$ cat src/hdl/pld_pkg.sv
package pld_pkg;

   localparam int TRIG_ITERATIONS = 16;
   localparam int CORDIC_STEPS = (TRIG_ITERATIONS < 24) ? TRIG_ITERATIONS : 24;
   localparam int STEP_W = 5;
   localparam int ANGLE_W = 25;
   localparam int PITCH_W = 24;
   localparam int Z_W = 26;
   localparam int TRIG_W = 32;
   localparam int MOD_W = 34;
   localparam int PROD_W = 64;
   localparam int SUM_W = 36;
   localparam int MOD_STEPS = 9;

   localparam longint DEG_ONE = 65536;
   localparam longint DEG_90 = 90 * DEG_ONE;
   localparam longint DEG_180 = 180 * DEG_ONE;
   localparam longint DEG_360 = 360 * DEG_ONE;
   localparam longint MOD_BIAS = 256 * DEG_360;
   localparam longint CORDIC_GAIN = 652032874;
   localparam longint OUT_MAX = 16384;

   localparam logic [15:0] SENSITIVITY_RESET = 16'd6554;
   localparam logic [22:0] PITCH_LIMIT_RESET = 23'd5832704;

   typedef enum logic {
      CSR_SENSITIVITY = 1'b0,
      CSR_PITCH_LIMIT = 1'b1
   } csr_index_type;

   typedef enum logic [10:0] {
      S_IDLE       = 11'b000_0000_0001,
      S_MUL_YAW    = 11'b000_0000_0010,
      S_MUL_PITCH  = 11'b000_0000_0100,
      S_PITCH      = 11'b000_0000_1000,
      S_MOD        = 11'b000_0001_0000,
      S_FOLD       = 11'b000_0010_0000,
      S_CORD_YAW   = 11'b000_0100_0000,
      S_CORD_PITCH = 11'b000_1000_0000,
      S_MUL_X      = 11'b001_0000_0000,
      S_MUL_Z      = 11'b010_0000_0000,
      S_DONE       = 11'b100_0000_0000
   } state_type;

   // Arctangent of 2^-i in Q16.16 degrees.
   function automatic logic [21:0] atan_deg(input logic [STEP_W-1:0] idx);
      logic [21:0] v;
      begin
         case (idx)
            5'd0: v = 22'd2949120;
            5'd1: v = 22'd1740967;
            5'd2: v = 22'd919879;
            5'd3: v = 22'd466945;
            5'd4: v = 22'd234379;
            5'd5: v = 22'd117304;
            5'd6: v = 22'd58666;
            5'd7: v = 22'd29335;
            5'd8: v = 22'd14668;
            5'd9: v = 22'd7334;
            5'd10: v = 22'd3667;
            5'd11: v = 22'd1833;
            5'd12: v = 22'd917;
            5'd13: v = 22'd458;
            5'd14: v = 22'd229;
            5'd15: v = 22'd115;
            5'd16: v = 22'd57;
            5'd17: v = 22'd29;
            5'd18: v = 22'd14;
            5'd19: v = 22'd7;
            5'd20: v = 22'd4;
            5'd21: v = 22'd2;
            5'd22: v = 22'd1;
            default: v = 22'd0;
         endcase
         return v;
      end
   endfunction

endpackage

$ cat src/hdl/pointer_look_direction_top.sv
// The time from an accepted transaction to its valid result is dominated by the 9-step
// modulo and the two CORDIC passes.
// A new transaction is not accepted until the last one is done, as the single shared
// CORDIC unit and multiplier serve every step; one item is in flight at a time.
// Reset is synchronous and active high; it restores the default registers, a yaw of -90
// degrees, zero pitch and the first-sample flag.
module pointer_look_direction_top import pld_pkg::*; (
   input  logic               clock,
   input  logic               reset,
   input  logic               req_valid,
   output logic               req_ready,
   input  logic signed [15:0] req_pointer_x,
   input  logic signed [15:0] req_pointer_y,
   output logic               rsp_valid,
   input  logic               rsp_ready,
   output logic signed [15:0] rsp_dir_x,
   output logic signed [15:0] rsp_dir_y,
   output logic signed [15:0] rsp_dir_z,
   input  logic               csr_psel,
   input  logic               csr_penable,
   input  logic               csr_pwrite,
   input  logic [2:0]         csr_paddr,
   input  logic [31:0]        csr_pwdata,
   output logic [31:0]        csr_prdata,
   output logic               csr_pready
);

   state_type                  state_ff, state_in;
   logic [15:0]                sensitivity_ff, sensitivity_in;
   logic [22:0]                pitch_limit_ff, pitch_limit_in;
   logic                       first_ff, first_in;
   logic signed [15:0]         last_x_ff, last_x_in;
   logic signed [15:0]         last_y_ff, last_y_in;
   logic signed [ANGLE_W-1:0]  yaw_ff, yaw_in;
   logic signed [PITCH_W-1:0]  pitch_ff, pitch_in;
   logic signed [16:0]         dx_ff, dx_in;
   logic signed [16:0]         dy_ff, dy_in;
   logic signed [PROD_W-1:0]   prod_ff, prod_in;
   logic [MOD_W-1:0]           mod_ff, mod_in;
   logic [STEP_W-1:0]          step_ff, step_in;
   logic                       neg_cos_ff, neg_cos_in;
   logic signed [TRIG_W-1:0]   x_ff, x_in;
   logic signed [TRIG_W-1:0]   y_ff, y_in;
   logic signed [Z_W-1:0]      z_ff, z_in;
   logic signed [TRIG_W-1:0]   cos_yaw_ff, cos_yaw_in;
   logic signed [TRIG_W-1:0]   sin_yaw_ff, sin_yaw_in;
   logic signed [15:0]         res_x_ff, res_x_in;
   logic                       rsp_valid_ff, rsp_valid_in;
   logic signed [15:0]         rsp_dir_x_ff, rsp_dir_x_in;
   logic signed [15:0]         rsp_dir_y_ff, rsp_dir_y_in;
   logic signed [15:0]         rsp_dir_z_ff, rsp_dir_z_in;

   logic                       csr_write;
   logic signed [TRIG_W-1:0]   mul_a;
   logic signed [TRIG_W-1:0]   mul_b;
   logic signed [PROD_W-1:0]   mul_p;
   logic signed [TRIG_W-1:0]   xs;
   logic signed [TRIG_W-1:0]   ys;
   logic signed [TRIG_W-1:0]   x_step;
   logic signed [TRIG_W-1:0]   y_step;
   logic signed [Z_W-1:0]      z_step;
   logic signed [Z_W-1:0]      atan_ext;
   logic                       last_step;
   logic signed [SUM_W-1:0]    yaw_sum;
   logic signed [SUM_W-1:0]    pitch_sum;
   logic signed [SUM_W-1:0]    lim_s;
   logic [22:0]                lim;
   logic signed [PITCH_W-1:0]  pitch_new;
   logic [STEP_W-1:0]          mod_shamt;
   logic [MOD_W-1:0]           mod_sub;
   logic signed [ANGLE_W-1:0]  yaw_new;
   logic signed [ANGLE_W-1:0]  fold_angle;
   logic                       fold_neg;

   function automatic logic signed [15:0] round_prod(input logic signed [PROD_W-1:0] p);
      logic signed [PROD_W-1:0] t;
      begin
         t = (p + (PROD_W'(1) <<< 45)) >>> 46;
         if (t > PROD_W'(OUT_MAX)) begin
            return 16'(OUT_MAX);
         end else if (t < PROD_W'(-OUT_MAX)) begin
            return 16'(-OUT_MAX);
         end
         return 16'(t);
      end
   endfunction

   function automatic logic signed [15:0] round_sin(input logic signed [TRIG_W-1:0] s);
      logic signed [TRIG_W:0] t;
      begin
         t = ((TRIG_W + 1)'(s) + (TRIG_W + 1)'(32768)) >>> 16;
         if (t > (TRIG_W + 1)'(OUT_MAX)) begin
            return 16'(OUT_MAX);
         end else if (t < (TRIG_W + 1)'(-OUT_MAX)) begin
            return 16'(-OUT_MAX);
         end
         return 16'(t);
      end
   endfunction

   assign csr_pready = 1'b1;
   assign csr_write  = csr_psel & csr_penable & csr_pwrite & csr_pready;
   assign req_ready  = (state_ff == S_IDLE);
   assign rsp_valid  = rsp_valid_ff;
   assign rsp_dir_x  = rsp_dir_x_ff;
   assign rsp_dir_y  = rsp_dir_y_ff;
   assign rsp_dir_z  = rsp_dir_z_ff;

   always_comb begin
      unique case (csr_index_type'(csr_paddr[2]))
         CSR_SENSITIVITY: csr_prdata = {16'd0, sensitivity_ff};
         CSR_PITCH_LIMIT: csr_prdata = {9'd0, pitch_limit_ff};
      endcase
   end

   // Shared multiplier operand selection.
   always_comb begin
      unique case (state_ff)
         S_MUL_YAW: begin
            mul_a = TRIG_W'(dx_ff);
            mul_b = $signed(TRIG_W'(sensitivity_ff));
         end
         S_MUL_PITCH: begin
            mul_a = TRIG_W'(dy_ff);
            mul_b = $signed(TRIG_W'(sensitivity_ff));
         end
         S_MUL_X: begin
            mul_a = cos_yaw_ff;
            mul_b = x_ff;
         end
         S_MUL_Z, S_DONE: begin
            mul_a = sin_yaw_ff;
            mul_b = x_ff;
         end
         default: begin
            mul_a = '0;
            mul_b = '0;
         end
      endcase
   end

   assign mul_p = PROD_W'(mul_a) * PROD_W'(mul_b);

   // Shared CORDIC rotation step.
   assign xs        = x_ff >>> step_ff;
   assign ys        = y_ff >>> step_ff;
   assign atan_ext  = $signed(Z_W'(atan_deg(step_ff)));
   assign x_step    = z_ff[Z_W-1] ? (x_ff + ys) : (x_ff - ys);
   assign y_step    = z_ff[Z_W-1] ? (y_ff - xs) : (y_ff + xs);
   assign z_step    = z_ff[Z_W-1] ? (z_ff + atan_ext) : (z_ff - atan_ext);
   assign last_step = (step_ff == STEP_W'(CORDIC_STEPS - 1));

   // Yaw offset biased to a positive value that a modulo by 360 degrees leaves equivalent.
   assign yaw_sum = SUM_W'(yaw_ff) + SUM_W'($signed(prod_ff[MOD_W-1:0]))
                  + SUM_W'(DEG_180 + MOD_BIAS);
   assign mod_shamt = STEP_W'(MOD_STEPS - 1) - step_ff;
   assign mod_sub   = MOD_W'(DEG_360) << mod_shamt;
   assign yaw_new   = $signed(mod_ff[ANGLE_W-1:0]) - ANGLE_W'(DEG_180);

   assign pitch_sum = SUM_W'(pitch_ff) + SUM_W'($signed(prod_ff[MOD_W-1:0]));
   assign lim       = (pitch_limit_ff > 23'(DEG_90)) ? 23'(DEG_90) : pitch_limit_ff;
   assign lim_s     = $signed(SUM_W'(lim));

   always_comb begin
      priority if (pitch_sum > lim_s) begin
         pitch_new = PITCH_W'(lim_s);
      end else if (pitch_sum < -lim_s) begin
         pitch_new = PITCH_W'(-lim_s);
      end else begin
         pitch_new = PITCH_W'(pitch_sum);
      end
   end

   always_comb begin
      priority if (yaw_new > ANGLE_W'(DEG_90)) begin
         fold_angle = ANGLE_W'(DEG_180) - yaw_new;
         fold_neg   = 1'b1;
      end else if (yaw_new < ANGLE_W'(-DEG_90)) begin
         fold_angle = ANGLE_W'(-DEG_180) - yaw_new;
         fold_neg   = 1'b1;
      end else begin
         fold_angle = yaw_new;
         fold_neg   = 1'b0;
      end
   end

   always_comb begin
      state_in       = state_ff;
      sensitivity_in = sensitivity_ff;
      pitch_limit_in = pitch_limit_ff;
      first_in       = first_ff;
      last_x_in      = last_x_ff;
      last_y_in      = last_y_ff;
      yaw_in         = yaw_ff;
      pitch_in       = pitch_ff;
      dx_in          = dx_ff;
      dy_in          = dy_ff;
      prod_in        = mul_p;
      mod_in         = mod_ff;
      step_in        = step_ff;
      neg_cos_in     = neg_cos_ff;
      x_in           = x_ff;
      y_in           = y_ff;
      z_in           = z_ff;
      cos_yaw_in     = cos_yaw_ff;
      sin_yaw_in     = sin_yaw_ff;
      res_x_in       = res_x_ff;
      rsp_valid_in   = rsp_valid_ff;
      rsp_dir_x_in   = rsp_dir_x_ff;
      rsp_dir_y_in   = rsp_dir_y_ff;
      rsp_dir_z_in   = rsp_dir_z_ff;

      if (csr_write) begin
         unique case (csr_index_type'(csr_paddr[2]))
            CSR_SENSITIVITY: sensitivity_in = csr_pwdata[15:0];
            CSR_PITCH_LIMIT: pitch_limit_in = csr_pwdata[22:0];
         endcase
      end

      if (rsp_valid_ff && rsp_ready) begin
         rsp_valid_in = 1'b0;
      end

      unique case (state_ff)
         S_IDLE: begin
            if (req_valid) begin
               if (first_ff) begin
                  dx_in = '0;
                  dy_in = '0;
               end else begin
                  dx_in = 17'(req_pointer_x) - 17'(last_x_ff);
                  dy_in = 17'(last_y_ff) - 17'(req_pointer_y);
               end
               first_in  = 1'b0;
               last_x_in = req_pointer_x;
               last_y_in = req_pointer_y;
               state_in  = S_MUL_YAW;
            end
         end
         S_MUL_YAW: begin
            state_in = S_MUL_PITCH;
         end
         S_MUL_PITCH: begin
            mod_in   = MOD_W'(yaw_sum);
            state_in = S_PITCH;
         end
         S_PITCH: begin
            pitch_in = pitch_new;
            step_in  = '0;
            state_in = S_MOD;
         end
         S_MOD: begin
            if (mod_ff >= mod_sub) begin
               mod_in = mod_ff - mod_sub;
            end
            step_in = step_ff + STEP_W'(1);
            if (step_ff == STEP_W'(MOD_STEPS - 1)) begin
               state_in = S_FOLD;
            end
         end
         S_FOLD: begin
            yaw_in   = yaw_new;
            state_in = S_CORD_YAW;
         end
         S_CORD_YAW: begin
            x_in    = x_step;
            y_in    = y_step;
            z_in    = z_step;
            step_in = step_ff + STEP_W'(1);
            if (last_step) begin
               cos_yaw_in = neg_cos_ff ? -x_step : x_step;
               sin_yaw_in = y_step;
               x_in       = TRIG_W'(CORDIC_GAIN);
               y_in       = '0;
               z_in       = Z_W'(pitch_ff);
               step_in    = '0;
               state_in   = S_CORD_PITCH;
            end
         end
         S_CORD_PITCH: begin
            x_in    = x_step;
            y_in    = y_step;
            z_in    = z_step;
            step_in = step_ff + STEP_W'(1);
            if (last_step) begin
               state_in = S_MUL_X;
            end
         end
         S_MUL_X: begin
            state_in = S_MUL_Z;
         end
         S_MUL_Z: begin
            res_x_in = round_prod(prod_ff);
            state_in = S_DONE;
         end
         S_DONE: begin
            if (!rsp_valid_ff || rsp_ready) begin
               rsp_valid_in = 1'b1;
               rsp_dir_x_in = res_x_ff;
               rsp_dir_y_in = round_sin(y_ff);
               rsp_dir_z_in = round_prod(prod_ff);
               state_in     = S_IDLE;
            end
         end
         default: begin
            state_in = S_IDLE;
         end
      endcase

      // The fold result loads the CORDIC for the yaw pass.
      if (state_ff == S_FOLD) begin
         neg_cos_in = fold_neg;
         x_in       = TRIG_W'(CORDIC_GAIN);
         y_in       = '0;
         z_in       = Z_W'(fold_angle);
         step_in    = '0;
      end
   end

   always_ff @(posedge clock) begin
      if (reset) begin
         state_ff       <= S_IDLE;
         sensitivity_ff <= SENSITIVITY_RESET;
         pitch_limit_ff <= PITCH_LIMIT_RESET;
         first_ff       <= 1'b1;
         last_x_ff      <= '0;
         last_y_ff      <= '0;
         yaw_ff         <= ANGLE_W'(-DEG_90);
         pitch_ff       <= '0;
         step_ff        <= '0;
         rsp_valid_ff   <= 1'b0;
      end else begin
         state_ff       <= state_in;
         sensitivity_ff <= sensitivity_in;
         pitch_limit_ff <= pitch_limit_in;
         first_ff       <= first_in;
         last_x_ff      <= last_x_in;
         last_y_ff      <= last_y_in;
         yaw_ff         <= yaw_in;
         pitch_ff       <= pitch_in;
         step_ff        <= step_in;
         rsp_valid_ff   <= rsp_valid_in;
      end
   end

   always_ff @(posedge clock) begin
      dx_ff        <= dx_in;
      dy_ff        <= dy_in;
      prod_ff      <= prod_in;
      mod_ff       <= mod_in;
      neg_cos_ff   <= neg_cos_in;
      x_ff         <= x_in;
      y_ff         <= y_in;
      z_ff         <= z_in;
      cos_yaw_ff   <= cos_yaw_in;
      sin_yaw_ff   <= sin_yaw_in;
      res_x_ff     <= res_x_in;
      rsp_dir_x_ff <= rsp_dir_x_in;
      rsp_dir_y_ff <= rsp_dir_y_in;
      rsp_dir_z_ff <= rsp_dir_z_in;
   end

endmodule
$ cat config.mk
export PLATFORM = sky130hd
export DESIGN_NAME = pointer_look_direction_top
export DESIGN_NICKNAME = d
export VERILOG_FILES = /design/src/hdl/pld_pkg.sv /design/src/hdl/pointer_look_direction_top.sv
export SDC_FILE = /design/constraint.sdc
export NUM_CORES = 2
export LEC_CHECK = 0
export ABC_CLOCK_PERIOD_IN_PS = 13100
export BUFFER_PORTS_ARGS = -buffer_cell sky130_fd_sc_hd__buf_2
export CORE_ASPECT_RATIO = 2
export CORE_MARGIN = 2
export CORE_UTILIZATION = 30
export DETAILED_ROUTE_END_ITERATION = 10
export PLACE_DENSITY = 0.45
export SKIP_LAST_GASP = 1
export SYNTH_ARGS = -nofsm -noshare
export SYNTH_HDL_FRONTEND = slang
export SYNTH_SLANG_ARGS = --single-unit
$ cat constraint.sdc
create_clock -name clock -period 13.1 [get_ports clock]
set_input_delay 0.655 -clock clock [delete_from_list [all_inputs] [get_ports clock]]
set_output_delay 0.655 -clock clock [all_outputs]
set_load 0.01 [all_outputs]
Word level (Yosys, flattened, before mapping)
Memories as Yosys holds them, arrays and structs flattened. A register that Yosys moved wholly into a read port is not among the register bits.
Cells that the tools add are included.
{"block": "word_totals", "regBits": 489, "rom_bits": 704, "inputBits": 74, "out_inout_bits": 83, "word_cells": 152, "memories": 1}
{"name": "(no name shown)", "words": 32, "word_bits": 22, "read_ports": 1, "rd_clocked_by_memory_dff": 1, "wr": 0, "line": "pld_pkg.sv:49", "source": "case (idx)"}
{"block": "op_classes", "n_addsub": 21, "mul": 1, "n_lt_le_gt_ge": 10, "eq_ne": 19, "n_shift": 3, "n_mux": 51, "n_bitwise": 3, "reduce_logical": 19}
{"operator": "$pmux 32 s2", "n": 4}
{"operator": "$mux 32", "n": 5}
{"operator": "$pmux 32 s4", "n": 1}
{"operator": "$pmux 11 s11", "n": 1}
{"operator": "$mux 16", "n": 7}
{"operator": "$mux 26", "n": 3}
{"operator": "$pmux 34 s2", "n": 1}
{"operator": "$add 32x32->32", "n": 2}
{"operator": "$add 64x47->64 const B", "n": 1}
{"operator": "$mul 32x32->64", "n": 1}
{"operator": "$sshr 32x5->32", "n": 2}
{"operator": "$sub 32x32->32", "n": 2}
{"operator": "$mux 11", "n": 5}
{"operator": "$pmux 26 s2", "n": 1}
{"operator": "$mux 25", "n": 2}
{"operator": "$sub 25x25->25 const A", "n": 2}
{"operator": "$mux 24", "n": 2}
{"operator": "$lt 35x36->1", "n": 1}
{"operator": "$neg 23->36", "n": 1}
{"operator": "$add 24x34->35", "n": 1}
{"operator": "$gt 35x24->1", "n": 1}
{"operator": "$add 25x34->34", "n": 1}
{"operator": "$add 34x34->34 const B", "n": 1}
{"operator": "$ge 34x34->1", "n": 1}
{"operator": "46 further kinds", "n": 78}

Logic depth before layout (Yosys ltp)
{"block": "logic_depth", "word_depth": 7, "ltp_mapped": 40, "ltp_nobuf": 36}

Least setup slack after synthesis
No wires, ideal clock.
{"block": "synth_timing", "path_type": "flip-flop to flip-flop", "start": "register state_ff[3]", "end": "register prod_ff[63]", "setup_ps": 114, "t_arrival_ps": 10085, "required_ps": 12986, "slack_ps": 2900, "stages_incl_launch_ff": 40, "n_path_buf": 4, "period_less_slack_ps": 10200, "cell_sequence": "dfxtp_1 -> clkbuf_1 -> or4_1 -> nor2b_1 -> nand2_1 -> nor3b_1 -> a22o_1 -> clkbuf_1 -> a221o_1 -> clkbuf_1 -> nand2_1 -> inv_1 -> fa_1 -> inv_1 -> fa_1 -> inv_1 -> fa_1 -> fa_1 -> [4 not listed] -> inv_1 -> fa_1 -> inv_1 -> fa_1 -> ha_1 -> clkbuf_1 -> a21oi_1 -> nor2b_1 -> o21ai_0 -> nand2b_1 -> a21oi_1 -> o21bai_1 -> a21o_1 -> a21oi_1 -> nand2_1 -> o21ai_0 -> mux2i_1 -> a2111oi_0"}
{"block": "synth_between", "elab_chain_len": 4, "elab_cells_between_ends": 11, "classes_between": "1 x mul; 5 x eq/ne; 2 x mux; 3 x reduce/logical"}
{"item": "start, declared", "line": "pointer_look_direction_top.sv:28", "source": "state_type state_ff, state_in;"}
{"item": "start signal, assigned", "line": "pointer_look_direction_top.sv:333", "source": "state_ff <= state_in;"}
{"item": "$eq 11x11->1 (tied with other cells)", "line": "pointer_look_direction_top.sv:118", "source": "unique case (state_ff)"}
{"item": "$reduce_or 2->1 / $reduce_or 3->1 (equally long branches)"}
{"item": "$pmux 32 s4 / $pmux 32 s2 (equally long branches)", "line": "pointer_look_direction_top.sv:118"}
{"item": "$mul 32x32->64 *", "line": "pointer_look_direction_top.sv:142", "source": "assign mul_p = PROD_W'(mul_a) * PROD_W'(mul_b);"}
{"item": "named net mul_p[63]", "line": "pointer_look_direction_top.sv:56", "source": "logic signed [PROD_W-1:0] mul_p;"}
{"item": "end signal, assigned", "line": "pointer_look_direction_top.sv:349", "source": "prod_ff <= prod_in;"}
{"item": "end, declared", "line": "pointer_look_direction_top.sv:38", "source": "logic signed [PROD_W-1:0] prod_ff, prod_in;"}
The timed path passes the listed nets; every way through them passes the cells marked *.
A chain may end at the register's enable or synchronous reset.

Worst setup path after layout
{"block": "layout_timing", "start": "register state_ff[5]", "end": "register prod_ff[63]"}
The elaborated chain is that of the path after synthesis.

==> impl_metrics.csv <==
group,metric,value,unit
timing,finalHoldViolations,0,
setup_path,slowest_stage,"fa_1",
logic_synthesis,ys.warnings.count,0,
timing,worstMarginPinSlew,1220,ps
global_routing,grt_use_total,24.8,%
timing,slew_violations,0,
clocking,cts_tree,"done",
route,wl_met2,166,mm
placement,gp_congestion,1.00,
pwr,internal_power,0.00290,W
floorplan,io_pins,157,
route,drt-total-wl,309,mm
timing,skew,59.1,ps
clocking,holdBufCountCts,0,
logic_synthesis,yosysMostFrequentCell,"inv_1",
setup_path,cp_max_fo,11,
clocking,cts.htree.levels,2,
route,wl_met1,90.1,mm
setup_path,cp_common_cell,"fa_1",
cells_and_area,drive_gt1_share,8.40,%
setup_path,required,13710,ps
clocking,clock_path_buffers,3,
global_routing,first_global_vias,65100,
global_routing,grt_overflow,0,
pwr,p_sw_share,33.7,%
cells_and_area,multi_input_area,55100,µm²
logic_synthesis,synth_top_area_share,29.9,%
cells_and_area,nNetsFinal,9987,
logic_synthesis,synth_edf_count,223,
logic_synthesis,synthAdderAreaFrac,38.5,%
setup_path,critPathCapture,"prod_ff[63]",
setup_path,critPathKind,"reg2reg",
pwr,clkPwrFrac,40.6,%
floorplan,row_count,256,
logic_synthesis,avgSynthCellArea,8.82,µm²
logic_synthesis,async_flop_share,0,%
route,drt_iter0_drc,3679,
setup_path,startpoint,"state_ff[5]",
clocking,clockRootBuffer,"clkbuf_16",
setup_path,cp_slowest_stage_delay,530,ps
timing,slew_headroom,18.6,%
clocking,post_cts.repair.setup_buffers,0,
global_routing,grt_pass1_wl,444,mm
logic_synthesis,synth_compound_area_share,12.2,%
setup_path,crit_arrival,12170,ps
timing,final.setup.tns,0,ps
logic_synthesis,synthFlopType,"dfxtp_1",
setup_path,r2r_start,"state_ff[5]",
min_path,hold_class,"in2reg",
floorplan,die_area,248000,µm²
logic_synthesis,synth_area,73000,µm²
pwr,irDropWorstVdd,0.143,mV
global_routing,antenna_found_initial,16,
route,via_per_inst,5.20,
route,wl_per_cell,26.6,µm
route,drc_errors,0,
floorplan,core_area,242000,µm²
clocking,clkLatencyLatePin,760,ps
logic_synthesis,synth_top_family_by_area,"adder cells",
setup_path,r2r_slack,1540,ps
placement,io_buffers,135,
floorplan,initial_core_util,30.1,%
logic_synthesis,synthDistinctLibCells,96,
logic_synthesis,yosys-top-cells-area,"fa_1, edfxtp_1, ha_1",
logic_synthesis,synth-xor-area-share,4.73,%
pwr,seq_power_share,39.8,%
pwr,p_sw,0.00148,W
setup_path,rr_endpoint,"prod_ff[63]",
job,cap_viol_max_count,0,
run_status,status,"complete, no violations",
setup_path,start_kind,"register",
clocking,cts_inserted_buffers,57,
clocking,cts.clk_slew.worst_paths,80,ps
floorplan,fp.dieH,702,µm
global_routing,grt_max_degree,67,
logic_synthesis,synthSimpleGateAreaFrac,15.7,%
pwr,finalPower,0.00438,W
pwr,p_per_area,54.5,nW/µm²
timing,post-route-period-util,88.2,%
cells_and_area,postLayoutCoreUtil,33.2,%
setup_path,cp-end-kind,"register",
floorplan,die_x,353,µm
clocking,cts_sinks,500,
route,highest_layer,"met5",
setup_path,rr_worst_depth,39,
pwr,leakage,36.5,nW
logic_synthesis,yosys-top-cells-count,"inv_1, nand2_1, fa_1",
route,num_vias,60400,
timing,fmax,86.5,MHz
pwr,combPwrFrac,19.6,%
timing,rsz0062_at_grt,"no",
route,dr_wl_met3,11.9,mm
timing,min_period,11560,ps
route,drtPass1Iterations,6,
logic_synthesis,synth_mux_area_share,3.85,%
placement,dp_hpwl,258,mm
logic_synthesis,seq_area_frac_synth,16.8,%
logic_synthesis,synth-seq-cells,500,
logic_synthesis,synth_top_cell_by_area,"fa_1",
route,ant_nets,0,
cells_and_area,area_growth,10.1,%
clocking,post_cts_resized,0,
timing,setup_violations,0,
cells_and_area,ff_latch_area,12300,µm²
logic_synthesis,syn_inst,8282,
cells_and_area,fillers,25500,
-- metal layers --
layer | vias up | track usage, %
met5 | - | 0
met4 | 8 | 26.5
met3 | 975 | 3.23
met2 | 1908 | 47.5
met1 | 30300 | 20.9
li1 | 27200 | -
-- worst min-delay path by stage --
stage               slack (ps)  cells past startpoint            endpoint            from
floorplan                  400                      0        rsp_dir_x[0]     res_x_ff[0]
global placement           400                      0        rsp_dir_x[6]     res_x_ff[6]
detailed placement         400                      0        rsp_dir_x[0]     res_x_ff[0]
CTS                         80                      2  pitch_limit_ff[22]  csr_pwdata[22]
global route               130                      2  pitch_limit_ff[22]  csr_pwdata[22]
finish                     110                      2  pitch_limit_ff[22]  csr_pwdata[22]
-- worst max-delay path, delay by kind of cell, from the launching register on --
kind                       cells  cell delay [ps]
muxes                          1               60
adders and majority gates      9             4290
and+or+nand+nor                9             2780
AOI/OAI and AO/OA             10             2350
DFF                            1              340
buffers and inverters         10             1560
-- through the flow --
step	worst slack, ps	hold WS, ps	area (µm²)	std cells
after global routing	1060	130	80400	11600
after global placement	1600	403	78400	11500
after floorplan	2900	400	73100	8290
final	1540	114	80400	11600
after CTS	1550	78.6	80400	11600
after detailed placement	1620	405	78400	11500
-- sequential cells by signal, summed over array words and instances (netlist names), 16 cells and up --
signal / flops
prod_ff: 53
mod_ff: 34
cos_yaw_ff: 32
sin_yaw_ff: 32
x_ff: 32
y_ff: 32
z_ff: 26
yaw_ff: 25
pitch_ff: 24
pitch_limit_ff: 23
atan_ext: 22
dx_ff: 17
dy_ff: 17
last_x_ff: 16
last_y_ff: 16
res_x_ff: 16
rsp_dir_x: 16
rsp_dir_y: 16
rsp_dir_z: 16
sensitivity_ff: 16
-- layout make-up --
cell class,count,share of cell area (%)
diodes,7,0.0218
repair buffers,389,3.38
flip-flops and latches,500,15.2
inverters,1165,5.44
multi-input cells,6207,68.5
well taps,3225,5.02
clock buffers,64,1.82
clock inverters,44,0.619
-- power groups by stage --
stage / Clock, W / Combinational (W) / Sequential [W]
after global placement: 0 / 0.000845 / 0.00178
final: 0.00178 / 0.000860 / 0.00174
after detailed placement: 0 / 0.000851 / 0.00178
after floorplan: 0 / 0.000521 / 0.00173
after global routing: 0.00187 / 0.000921 / 0.00175
after CTS: 0.00184 / 0.000856 / 0.00174
-- kinds of logic after synthesis --
family	after synthesis
other	2
muxes	186
adders and majority gates	1593
xor gates and xnor gates	394
and+or+nand+nor	2650
DFF	500
AOI/OAI and AO/OA	1374
buffers and inverters	1583
-- cells in the final DEF (no fill, tap or decap), drive strengths merged, types with 45 or more instances in the layout --
cell / netlist / routed
nand2b: 50 / 50
nand4: 45 / 45
a21oi: 426 / 426
a21o: 110 / 110
mux2: 61 / 61
fa: 1089 / 1089
nand3: 93 / 93
xor2: 145 / 145
edfxtp: 223 / 223
a31oi: 62 / 62
a22o: 49 / 49
clkbuf: 340 / 64
o21ai: 254 / 254
xnor2: 249 / 249
nand2: 1093 / 1093
nor2: 921 / 921
nor2b: 53 / 53
a211oi: 54 / 54
buf: 78 / 389
and2: 62 / 62
o21a: 61 / 61
nor3: 112 / 112
mux2i: 55 / 55
inv: 1161 / 1169
and3: 58 / 58
dfxtp: 277 / 277
ha: 504 / 504
mux4: 70 / 70
Power figures use the tool's default switching activity.
